## src/rtl/assert_macros.svh

```systemverilog
// Assertion macros shared by the selector RTL.
`ifndef ASSERT_MACROS_SVH
`define ASSERT_MACROS_SVH

// Same-cycle implication, disabled while in reset.
`define VMBF_ASSERT_NOW(label, clk, rst_n, ante, cons, msg) \
  label: assert property (@(posedge clk) disable iff (!rst_n) (ante) |-> (cons)) \
    else $error(msg);

// Next-cycle implication, disabled while in reset.
`define VMBF_ASSERT_NEXT(label, clk, rst_n, ante, cons, msg) \
  label: assert property (@(posedge clk) disable iff (!rst_n) (ante) |=> (cons)) \
    else $error(msg);

`endif

```

## src/rtl/vmbf_pkg.sv

```systemverilog
// Types and constants of the video mode best-fit selector.
package vmbf_pkg;

  localparam int unsigned MAX_MODES_DEF = 256;

  localparam int unsigned NUM_W   = 16;
  localparam int unsigned RES_W   = 16;
  localparam int unsigned IDX_W   = 8;
  localparam int unsigned TDEP_W  = 6;
  localparam int unsigned DEPTH_W = 10;
  localparam int unsigned SQ_W    = 2 * RES_W;
  localparam int unsigned ERR_W   = SQ_W + 1;
  localparam int unsigned CFG_IDX_W  = 3;
  localparam int unsigned CFG_DATA_W = 16;

  localparam int unsigned Q_DEPTH = 2;
  localparam int unsigned Q_AW    = (Q_DEPTH > 1) ? $clog2(Q_DEPTH) : 1;
  localparam int unsigned Q_CW    = $clog2(Q_DEPTH + 1);

  localparam int unsigned ATTR_SUPPORTED = 0;
  localparam int unsigned ATTR_GRAPHICS  = 4;
  localparam int unsigned ATTR_LINEAR    = 7;

  localparam logic [7:0] MODEL_DIRECT = 8'h06;
  localparam logic [7:0] MODEL_PACKED = 8'h04;
  localparam logic [7:0] MODEL_PLANAR = 8'h03;
  localparam logic [7:0] WIN_USABLE   = 8'h05;

  typedef enum logic [CFG_IDX_W-1:0] {
    CFG_TARGET_WIDTH   = 3'd0,
    CFG_TARGET_HEIGHT  = 3'd1,
    CFG_TARGET_DEPTH   = 3'd2,
    CFG_REQUESTED_MODE = 3'd3,
    CFG_FORCE_REQUEST  = 3'd4,
    CFG_SWAP_AXES      = 3'd5
  } cfg_index_t;

  typedef struct packed {
    logic [NUM_W-1:0]  mode_number;
    logic [15:0]       mode_attributes;
    logic [7:0]        window_attributes;
    logic [7:0]        memory_model;
    logic [RES_W-1:0]  x_resolution;
    logic [RES_W-1:0]  y_resolution;
    logic [7:0]        bits_per_pixel;
    logic [7:0]        red_bits;
    logic [7:0]        green_bits;
    logic [7:0]        blue_bits;
    logic              last_mode;
  } in_item_t;

  typedef struct packed {
    logic              found;
    logic [IDX_W-1:0]  chosen_index;
    logic [NUM_W-1:0]  chosen_mode;
    logic              by_request;
  } out_item_t;

  typedef struct packed {
    logic [RES_W-1:0]  target_width;
    logic [RES_W-1:0]  target_height;
    logic [TDEP_W-1:0] target_depth;
    logic [NUM_W-1:0]  requested_mode;
    logic              force_request;
    logic              swap_axes;
  } cfg_t;

  // Classified request as queued between front and back.
  typedef struct packed {
    logic                usable;
    logic                req_match;
    logic [IDX_W-1:0]    pos;
    logic [NUM_W-1:0]    number;
    logic                fits;
    logic [RES_W-1:0]    dx;
    logic [RES_W-1:0]    dy;
    logic [DEPTH_W-1:0]  gap;
    logic                last;
  } entry_t;

endpackage

```

## src/rtl/vmbf_front.sv

```systemverilog
// Front end: accepts descriptors, counts list position and classifies each mode.
module vmbf_front #(
  parameter int unsigned MAX_MODES = vmbf_pkg::MAX_MODES_DEF
) (
  input  logic              clk,
  input  logic              rst_n,
  input  logic              in_valid,
  output logic              in_stall,
  input  vmbf_pkg::in_item_t in_data,
  input  vmbf_pkg::cfg_t    cfg,
  input  logic              q_full,
  output logic              q_push,
  output vmbf_pkg::entry_t  q_entry
);
  import vmbf_pkg::*;

  localparam int unsigned CNT_W = $clog2(MAX_MODES + 1);

  logic [CNT_W-1:0]   cnt_r, cnt_nxt;
  logic               in_range;
  logic               usable;
  logic               model_ok;
  logic [RES_W-1:0]   w, h;
  logic [DEPTH_W-1:0] depth, tdepth;

  assign in_stall = q_full;
  assign q_push   = in_valid && !q_full;
  assign in_range = cnt_r < CNT_W'(MAX_MODES);

  always_comb begin
    model_ok = (in_data.memory_model == MODEL_DIRECT) ||
               (in_data.memory_model == MODEL_PACKED) ||
               (in_data.memory_model == MODEL_PLANAR);
    usable = in_data.mode_attributes[ATTR_GRAPHICS] && model_ok &&
             (in_data.mode_attributes[ATTR_LINEAR] ||
              ((in_data.window_attributes & WIN_USABLE) == WIN_USABLE)) &&
             in_data.mode_attributes[ATTR_SUPPORTED];
    w = cfg.swap_axes ? in_data.y_resolution : in_data.x_resolution;
    h = cfg.swap_axes ? in_data.x_resolution : in_data.y_resolution;
    depth = (in_data.memory_model == MODEL_DIRECT)
          ? DEPTH_W'(in_data.red_bits) + DEPTH_W'(in_data.green_bits) +
            DEPTH_W'(in_data.blue_bits)
          : DEPTH_W'(in_data.bits_per_pixel);
    tdepth = DEPTH_W'(cfg.target_depth);

    q_entry.usable    = in_range && usable;
    q_entry.req_match = in_range && (cfg.requested_mode != '0) &&
                        (in_data.mode_number == cfg.requested_mode) &&
                        (usable || cfg.force_request);
    q_entry.pos       = IDX_W'(cnt_r);
    q_entry.number    = in_data.mode_number;
    q_entry.fits      = (w <= cfg.target_width) && (h <= cfg.target_height) &&
                        (depth >= tdepth);
    q_entry.dx        = (cfg.target_width >= w) ? cfg.target_width - w
                                                : w - cfg.target_width;
    q_entry.dy        = (cfg.target_height >= h) ? cfg.target_height - h
                                                 : h - cfg.target_height;
    q_entry.gap       = (tdepth >= depth) ? tdepth - depth : depth - tdepth;
    q_entry.last      = in_data.last_mode;
  end

  always_comb begin
    cnt_nxt = cnt_r;
    if (q_push) begin
      if (in_data.last_mode) begin
        cnt_nxt = '0;
      end else if (in_range) begin
        cnt_nxt = cnt_r + CNT_W'(1);
      end
    end
  end

  always_ff @(posedge clk) begin
    if (!rst_n) begin
      cnt_r <= '0;
    end else begin
      cnt_r <= cnt_nxt;
    end
  end

endmodule

```

## src/rtl/vmbf_queue.sv

```systemverilog
// Short queue of classified requests between front and back.
module vmbf_queue (
  input  logic             clk,
  input  logic             rst_n,
  input  logic             push,
  input  vmbf_pkg::entry_t push_entry,
  input  logic             pop,
  output logic             full,
  output logic             nonempty,
  output vmbf_pkg::entry_t head
);
  import vmbf_pkg::*;

  entry_t            mem [Q_DEPTH];
  logic [Q_AW-1:0]   wr_ptr_r, wr_ptr_nxt;
  logic [Q_AW-1:0]   rd_ptr_r, rd_ptr_nxt;
  logic [Q_CW-1:0]   cnt_r, cnt_nxt;

  assign full     = cnt_r == Q_CW'(Q_DEPTH);
  assign nonempty = cnt_r != '0;
  assign head     = mem[rd_ptr_r];

  always_comb begin
    wr_ptr_nxt = wr_ptr_r;
    rd_ptr_nxt = rd_ptr_r;
    cnt_nxt    = cnt_r;
    if (push) begin
      wr_ptr_nxt = (wr_ptr_r == Q_AW'(Q_DEPTH - 1)) ? '0 : wr_ptr_r + Q_AW'(1);
    end
    if (pop) begin
      rd_ptr_nxt = (rd_ptr_r == Q_AW'(Q_DEPTH - 1)) ? '0 : rd_ptr_r + Q_AW'(1);
    end
    if (push && !pop) begin
      cnt_nxt = cnt_r + Q_CW'(1);
    end else if (pop && !push) begin
      cnt_nxt = cnt_r - Q_CW'(1);
    end
  end

  always_ff @(posedge clk) begin
    if (push) begin
      mem[wr_ptr_r] <= push_entry;
    end
  end

  always_ff @(posedge clk) begin
    if (!rst_n) begin
      wr_ptr_r <= '0;
      rd_ptr_r <= '0;
      cnt_r    <= '0;
    end else begin
      wr_ptr_r <= wr_ptr_nxt;
      rd_ptr_r <= rd_ptr_nxt;
      cnt_r    <= cnt_nxt;
    end
  end

endmodule

```

## src/rtl/vmbf_back.sv

```systemverilog
// Back end: squares the size error, keeps the running best and the request hit, reports.
module vmbf_back (
  input  logic               clk,
  input  logic               rst_n,
  input  logic               q_nonempty,
  input  vmbf_pkg::entry_t   q_head,
  output logic               q_pop,
  output logic               out_valid,
  input  logic               out_stall,
  output vmbf_pkg::out_item_t out_data,
  output logic               report
);
  import vmbf_pkg::*;

  // square stage
  logic               a_valid_r, a_valid_nxt;
  logic               a_usable_r, a_req_r, a_fits_r, a_last_r;
  logic [IDX_W-1:0]   a_pos_r;
  logic [NUM_W-1:0]   a_number_r;
  logic [DEPTH_W-1:0] a_gap_r;
  logic [SQ_W-1:0]    a_sqx_r, a_sqy_r;

  // list state
  logic               best_valid_r, best_fits_r;
  logic [IDX_W-1:0]   best_index_r;
  logic [NUM_W-1:0]   best_number_r;
  logic [ERR_W-1:0]   best_err_r;
  logic [DEPTH_W-1:0] best_gap_r;
  logic               req_hit_r;
  logic [IDX_W-1:0]   req_index_r;
  logic [NUM_W-1:0]   req_number_r;

  logic               best_valid_nxt, best_fits_nxt;
  logic [IDX_W-1:0]   best_index_nxt;
  logic [NUM_W-1:0]   best_number_nxt;
  logic [ERR_W-1:0]   best_err_nxt;
  logic [DEPTH_W-1:0] best_gap_nxt;
  logic               req_hit_nxt;
  logic [IDX_W-1:0]   req_index_nxt;
  logic [NUM_W-1:0]   req_number_nxt;

  logic               out_valid_r, out_valid_nxt;
  out_item_t          out_r, out_nxt;

  logic               commit;
  logic [ERR_W-1:0]   err;
  logic               take;

  assign commit      = a_valid_r && !(a_last_r && out_valid_r && out_stall);
  assign q_pop       = q_nonempty && (!a_valid_r || commit);
  assign a_valid_nxt = q_pop || (a_valid_r && !commit);
  assign report      = commit && a_last_r;
  assign out_valid   = out_valid_r;
  assign out_data    = out_r;

  always_comb begin
    err = ERR_W'(a_sqx_r) + ERR_W'(a_sqy_r);
    if (!best_valid_r) begin
      take = 1'b1;
    end else if (a_fits_r != best_fits_r) begin
      take = a_fits_r;
    end else if (err != best_err_r) begin
      take = err < best_err_r;
    end else begin
      take = a_gap_r < best_gap_r;
    end
  end

  // state after this request, before the end-of-list clear
  always_comb begin
    best_valid_nxt  = best_valid_r;
    best_fits_nxt   = best_fits_r;
    best_index_nxt  = best_index_r;
    best_number_nxt = best_number_r;
    best_err_nxt    = best_err_r;
    best_gap_nxt    = best_gap_r;
    req_hit_nxt     = req_hit_r;
    req_index_nxt   = req_index_r;
    req_number_nxt  = req_number_r;
    if (a_req_r && !req_hit_r) begin
      req_hit_nxt    = 1'b1;
      req_index_nxt  = a_pos_r;
      req_number_nxt = a_number_r;
    end
    if (a_usable_r && take) begin
      best_valid_nxt  = 1'b1;
      best_fits_nxt   = a_fits_r;
      best_index_nxt  = a_pos_r;
      best_number_nxt = a_number_r;
      best_err_nxt    = err;
      best_gap_nxt    = a_gap_r;
    end
  end

  always_comb begin
    out_nxt = out_r;
    if (report) begin
      if (req_hit_nxt) begin
        out_nxt.found        = 1'b1;
        out_nxt.chosen_index = req_index_nxt;
        out_nxt.chosen_mode  = req_number_nxt;
        out_nxt.by_request   = 1'b1;
      end else if (best_valid_nxt) begin
        out_nxt.found        = 1'b1;
        out_nxt.chosen_index = best_index_nxt;
        out_nxt.chosen_mode  = best_number_nxt;
        out_nxt.by_request   = 1'b0;
      end else begin
        out_nxt = '0;
      end
    end
    out_valid_nxt = (out_valid_r && out_stall) || report;
  end

  always_ff @(posedge clk) begin
    if (q_pop) begin
      a_usable_r <= q_head.usable;
      a_req_r    <= q_head.req_match;
      a_fits_r   <= q_head.fits;
      a_last_r   <= q_head.last;
      a_pos_r    <= q_head.pos;
      a_number_r <= q_head.number;
      a_gap_r    <= q_head.gap;
      a_sqx_r    <= SQ_W'(q_head.dx) * SQ_W'(q_head.dx);
      a_sqy_r    <= SQ_W'(q_head.dy) * SQ_W'(q_head.dy);
    end
    out_r <= out_nxt;
  end

  always_ff @(posedge clk) begin
    if (!rst_n) begin
      a_valid_r     <= 1'b0;
      out_valid_r   <= 1'b0;
      best_valid_r  <= 1'b0;
      best_fits_r   <= 1'b0;
      best_index_r  <= '0;
      best_number_r <= '0;
      best_err_r    <= '0;
      best_gap_r    <= '0;
      req_hit_r     <= 1'b0;
      req_index_r   <= '0;
      req_number_r  <= '0;
    end else begin
      a_valid_r   <= a_valid_nxt;
      out_valid_r <= out_valid_nxt;
      if (report) begin
        best_valid_r  <= 1'b0;
        best_fits_r   <= 1'b0;
        best_index_r  <= '0;
        best_number_r <= '0;
        best_err_r    <= '0;
        best_gap_r    <= '0;
        req_hit_r     <= 1'b0;
        req_index_r   <= '0;
        req_number_r  <= '0;
      end else if (commit) begin
        best_valid_r  <= best_valid_nxt;
        best_fits_r   <= best_fits_nxt;
        best_index_r  <= best_index_nxt;
        best_number_r <= best_number_nxt;
        best_err_r    <= best_err_nxt;
        best_gap_r    <= best_gap_nxt;
        req_hit_r     <= req_hit_nxt;
        req_index_r   <= req_index_nxt;
        req_number_r  <= req_number_nxt;
      end
    end
  end

endmodule

```

## src/rtl/video_mode_best_fit_selector_unit.sv

```systemverilog
// Top level of the video mode best-fit selector: registers, front, queue, back.
// One mode descriptor is taken per clock while input stall is low. The front
// classifies it in the cycle it is accepted and writes a two-deep queue; the back
// squares the size error in one stage and folds it into the running best in the
// next, so the sustained rate is one descriptor per cycle while no result is
// stalled. The choice for a list passes through the queue, the square stage and the
// output register after its last descriptor is accepted; input stall rises only when
// the queue is full behind a stalled result. Register writes are taken every cycle.
`include "assert_macros.svh"

module video_mode_best_fit_selector_unit #(
  parameter int unsigned MAX_MODES = vmbf_pkg::MAX_MODES_DEF
) (
  input  logic                           clk,
  input  logic                           rst_n,
  input  logic                           in_valid,
  output logic                           in_stall,
  input  vmbf_pkg::in_item_t             in_data,
  output logic                           out_valid,
  input  logic                           out_stall,
  output vmbf_pkg::out_item_t            out_data,
  input  logic                           cfg_valid,
  output logic                           cfg_ready,
  input  logic [vmbf_pkg::CFG_IDX_W-1:0] cfg_index,
  input  logic [vmbf_pkg::CFG_DATA_W-1:0] cfg_data
);
  import vmbf_pkg::*;

  cfg_t   cfg_r, cfg_nxt;
  logic   q_push, q_pop, q_full, q_nonempty;
  entry_t q_entry, q_head;
  logic   report;

  assign cfg_ready = 1'b1;

  always_comb begin
    cfg_nxt = cfg_r;
    if (cfg_valid) begin
      unique case (cfg_index)
        CFG_TARGET_WIDTH:   cfg_nxt.target_width   = cfg_data;
        CFG_TARGET_HEIGHT:  cfg_nxt.target_height  = cfg_data;
        CFG_TARGET_DEPTH:   cfg_nxt.target_depth   = cfg_data[TDEP_W-1:0];
        CFG_REQUESTED_MODE: cfg_nxt.requested_mode = cfg_data;
        CFG_FORCE_REQUEST:  cfg_nxt.force_request  = cfg_data[0];
        CFG_SWAP_AXES:      cfg_nxt.swap_axes      = cfg_data[0];
        default: ;
      endcase
    end
  end

  always_ff @(posedge clk) begin
    if (!rst_n) begin
      cfg_r.target_width   <= RES_W'(640);
      cfg_r.target_height  <= RES_W'(480);
      cfg_r.target_depth   <= TDEP_W'(8);
      cfg_r.requested_mode <= '0;
      cfg_r.force_request  <= 1'b0;
      cfg_r.swap_axes      <= 1'b0;
    end else begin
      cfg_r <= cfg_nxt;
    end
  end

  vmbf_front #(
    .MAX_MODES (MAX_MODES)
  ) u_front (
    .clk      (clk),
    .rst_n    (rst_n),
    .in_valid (in_valid),
    .in_stall (in_stall),
    .in_data  (in_data),
    .cfg      (cfg_r),
    .q_full   (q_full),
    .q_push   (q_push),
    .q_entry  (q_entry)
  );

  vmbf_queue u_queue (
    .clk        (clk),
    .rst_n      (rst_n),
    .push       (q_push),
    .push_entry (q_entry),
    .pop        (q_pop),
    .full       (q_full),
    .nonempty   (q_nonempty),
    .head       (q_head)
  );

  vmbf_back u_back (
    .clk        (clk),
    .rst_n      (rst_n),
    .q_nonempty (q_nonempty),
    .q_head     (q_head),
    .q_pop      (q_pop),
    .out_valid  (out_valid),
    .out_stall  (out_stall),
    .out_data   (out_data),
    .report     (report)
  );

  `VMBF_ASSERT_NOW(a_req_implies_found, clk, rst_n, out_valid && out_data.by_request, out_data.found, "request result without found")
  `VMBF_ASSERT_NOW(a_none_is_zero, clk, rst_n, out_valid && !out_data.found, (out_data.chosen_index == '0) && (out_data.chosen_mode == '0) && !out_data.by_request, "empty result not cleared")
  `VMBF_ASSERT_NEXT(a_result_from_report, clk, rst_n, !out_valid && !report, !out_valid, "result without end of list")

endmodule
```

## config.mk

```make
export PLATFORM = sky130hd
export DESIGN_NAME = video_mode_best_fit_selector_unit
export DESIGN_NICKNAME = d
export VERILOG_FILES = /design/src/rtl/vmbf_pkg.sv /design/src/rtl/vmbf_front.sv /design/src/rtl/vmbf_queue.sv /design/src/rtl/vmbf_back.sv /design/src/rtl/video_mode_best_fit_selector_unit.sv
export VERILOG_INCLUDE_DIRS = /design/src /design/src/rtl
export SDC_FILE = /design/constraint.sdc
export NUM_CORES = 2
export LEC_CHECK = 0
export ABC_CLOCK_PERIOD_IN_PS = 12650
export BUFFER_PORTS_ARGS = -buffer_cell sky130_fd_sc_hd__buf_4
export CAP_MARGIN = 20
export CORE_UTILIZATION = 30
export CTS_BUF_LIST = sky130_fd_sc_hd__clkbuf_4
export DETAILED_ROUTE_END_ITERATION = 10
export HOLD_SLACK_MARGIN = 0.08
export PLACE_DENSITY = 0.54
export SYNTH_ARGS = -nofsm -noshare
export SYNTH_HDL_FRONTEND = slang
export SYNTH_HIERARCHICAL = 1
export SYNTH_SLANG_ARGS = --single-unit
```

## constraint.sdc

```tcl
create_clock -name clk -period 12.65 [get_ports clk]
set_input_delay 2.53 -clock clk [delete_from_list [all_inputs] [get_ports clk]]
set_output_delay 2.53 -clock clk [all_outputs]
set_load 0.1 [all_outputs]
```

==> results.json <==
{
  "globalRouteOverflowTotal": 0,
  "postCtsSetupBuffers": 0,
  "dieHeight_um": 355,
  "ctsResizeCount": 0,
  "fmax_mhz": 125,
  "dieWidth_um": 355,
  "avgRoutedWirePerCell_um": 15.6,
  "cts_tree": "done",
  "cts_hold_buf": 0,
  "fin_crit_sh": 0.633,
  "dpl.hpwl_um": 68100,
  "numCtsBuffers": 115,
  "setup_violations": 0,
  "grt_util_met3": 0.0150,
  "cts_max_level": 3,
  "drt_wl_total_um": 86700,
  "cts.sinks": 432,
  "synth.distinct_cells": 104,
  "clk_pin_slew_ns": 0.08,
  "drt_first_pass_iters": 9,
  "synth-edff-count": 266,
  "final-hold-violation-count": 0,
  "gp_congestion": 0.857,
  "min_period_ns": 8.01,
  "drtIter0Drc": 1318,
  "grt_max_degree": 94,
  "maxCapViolCount": 0,
  "port_buffers": 145,
  "vias_per_cell": 4.60,
  "min_path_type": "flip-flop to flip-flop",
  "arrival_ns": 8.63,
  "drv_slew": 0,
  "gr-usage-met1": 0.188,
  "synth_top_area_frac": 0.213,
  "async_reset_ff_frac": 0,
  "critPathMaxFanout": 61,
  "cts_root_buffer": "clkbuf_4",
  "ant_nets": 0,
  "drc_errors": 2,
  "dieArea_mm2": 0.126,
  "seq_area_frac_synth": 0.302,
  "synth_top_area_cell": "edfxtp_1",
  "violations": "design-rule violations",
  "fillerInstances": 12635,
  "clock_skew_ns": 0.0956,
  "critPathCaptureType": "flip-flop",
  "synth_nets": 4538,
  "startpoint_type": "flip-flop",
  "grt_util_all_layers": 0.139,
  "grt.met2_usage": 0.236,
  "vias": 25623,
  "reg2reg_slack_ns": 4.64,
  "rsz0062_at_grt": "no",
  "synth_ff_type": "edfxtp_1",
  "antenna_found_initial": 1,
  "rows": 129,
  "fin_nets": 4667,
  "drive_above_1_share": 0.130,
  "gr-max-usage-layer": "met2",
  "synth_warnings": 6,
  "tightest_slew_ns": 1.05,
  "core_mm2": 0.124,
  "ys_seq_elements": 432,
  "worstPathRequired_ns": 13.27,
  "synth_area_leaders": "edfxtp_1 21%, fa_1 18%, ha_1 12%",
  "io-pin-count": 166,
  "maxSlewHeadroom": 0.298,
  "clockBufferDepth": 3,
  "initial_core_util": 0.303,
  "critPathKind": "flip-flop to flip-flop",
  "avgSynthCellArea_um2": 10.1,
  "area_growth_pct": 11.1,
  "clk_latency_ns": 0.89,
  "tns_ns": 0,
  "syn_inst": 3701,
  "grt_pass1_vias": 26118,
  "syn-cell-area_mm2": 0.0375,
  "grt_pass1_wl_um": 141000,
  "status": "finished with violations"
}
## cells in the mapped netlist, types with 41 or more instances
library cell / number
nor2b_1: 41
xor2_1: 46
nor2_1: 184
mux2i_1: 165
xnor2_1: 88
nand2_1: 324
edfxtp_1: 266
and2_1: 120
inv_1: 650
o21ai_0: 64
mux2_2: 85
a21o_1: 56
nand3_1: 45
clkbuf_1: 79
a21oi_1: 156
ha_1: 355
dfxtp_1: 166
fa_1: 345
## metrics by stage
step	area, um^2	utilization	cells	hold WS (ns)	worst slack, ns
global placement	39900	0.322	5345	0.442	4.57
finish	41600	0.336	5568	0.456	4.64
CTS	41500	0.335	5563	0.447	4.56
detailed placement	39900	0.323	5346	0.449	4.56
floorplan	37500	-	3701	0.434	5.82
global route	41600	0.336	5568	0.472	4.16
## layout by cell type (no fill, tap or decap), types with 17 or more instances in the layout
cell type    n
xnor2_1     88
edfxtp_1   266
nand3_1     45
a222oi_1    24
nor3_1      29
fa_1       345
dfxtp_1    164
a21oi_1    156
o21ai_0     64
inv_1      650
clkinv_1    21
mux2i_1    165
ha_1       355
nor2_1     184
nor2b_1     39
mux2_2      85
a21o_1      56
and2_1     118
buf_4      156
xor2_1      46
nand4_1     24
nand2_1    323
a211oi_1    24
and3_1      17
clkbuf_4   184
nand2b_1    21
## cell type report
cell class | instances | area (um^2) | area share
diodes | 1 | 2.50 | 0.0000601
clock buffers | 184 | 1380 | 0.0332
clock inverters | 33 | 219 | 0.00526
inverters | 650 | 2440 | 0.0586
multi-input cells | 2470 | 22900 | 0.551
flip-flops and latches | 432 | 11300 | 0.272
well taps | 1637 | 2050 | 0.0492
repair buffers | 161 | 1290 | 0.0310
## flip-flops by register name, indices dropped and copies added (netlist names), 9 cells and up, named ones only
signal / cells
cfg_r: 56
u_back/a_gap_r: 10
u_back/a_number_r: 16
u_back/a_sqx_r: 31
u_back/a_sqy_r: 31
u_back/best_err_r: 33
u_back/best_gap_r: 10
u_back/best_number_r: 16
u_back/out_data: 26
u_back/req_number_r: 16
u_front/cnt_r: 9
u_queue/mem: 140
## worst paths after layout
kind,startpoint,to,cells after the start
worst max-delay path,flip-flop,u_back/a_sqx_r[31],22
worst min-delay path,u_back/req_index_r[4],u_back/req_index_r[4],2
worst max register to register,flip-flop,u_back/a_sqx_r[31],22
worst min register to register,u_back/req_index_r[4],u_back/req_index_r[4],2
## kinds of logic (layout without fill, tap and decap cells)
kind of cell | Yosys count | after routing | share of synthesized area
compound gates | 500 | 500 | 0.0922
xor+xnor | 134 | 134 | 0.0313
fa+ha+maj | 700 | 700 | 0.303
buf+inv | 799 | 1028 | 0.0868
flops | 432 | 432 | 0.302
mux | 253 | 253 | 0.0705
other cells | 1 | 2 | 0.000100
simple gates | 882 | 882 | 0.114
## worst max-delay path: stages (launching register included)
cell and delay (ns):
dfxtp_2 0.48, buf_4 0.74, mux2_2 0.56, inv_1 0.29, nor2_1 0.30, fa_1 0.49
fa_1 0.48, fa_1 0.47, fa_1 0.50, fa_1 0.55, inv_1 0.06, fa_1 0.52
inv_1 0.04, ha_1 0.40, a21oi_1 0.16, o21ai_0 0.15, a221o_1 0.39, or3_1 0.34
o211ai_2 0.19, o21ai_2 0.12, o31ai_4 0.23, mux2i_1 0.21, nor2_1 0.07
## layer usage
| metal | routed length, um | vias up |
|---|---|---|
| met1 | 41200 | 12547 |
| met4 | 1250 | 0 |
| met3 | 2490 | 74 |
| met2 | 41700 | 377 |
| li1 | - | 12625 |
| met5 | 0 | - |
Power is left out: the tool's default activity adds up to more than one toggle a clock period on the data nets, which glitch-free logic cannot reach.
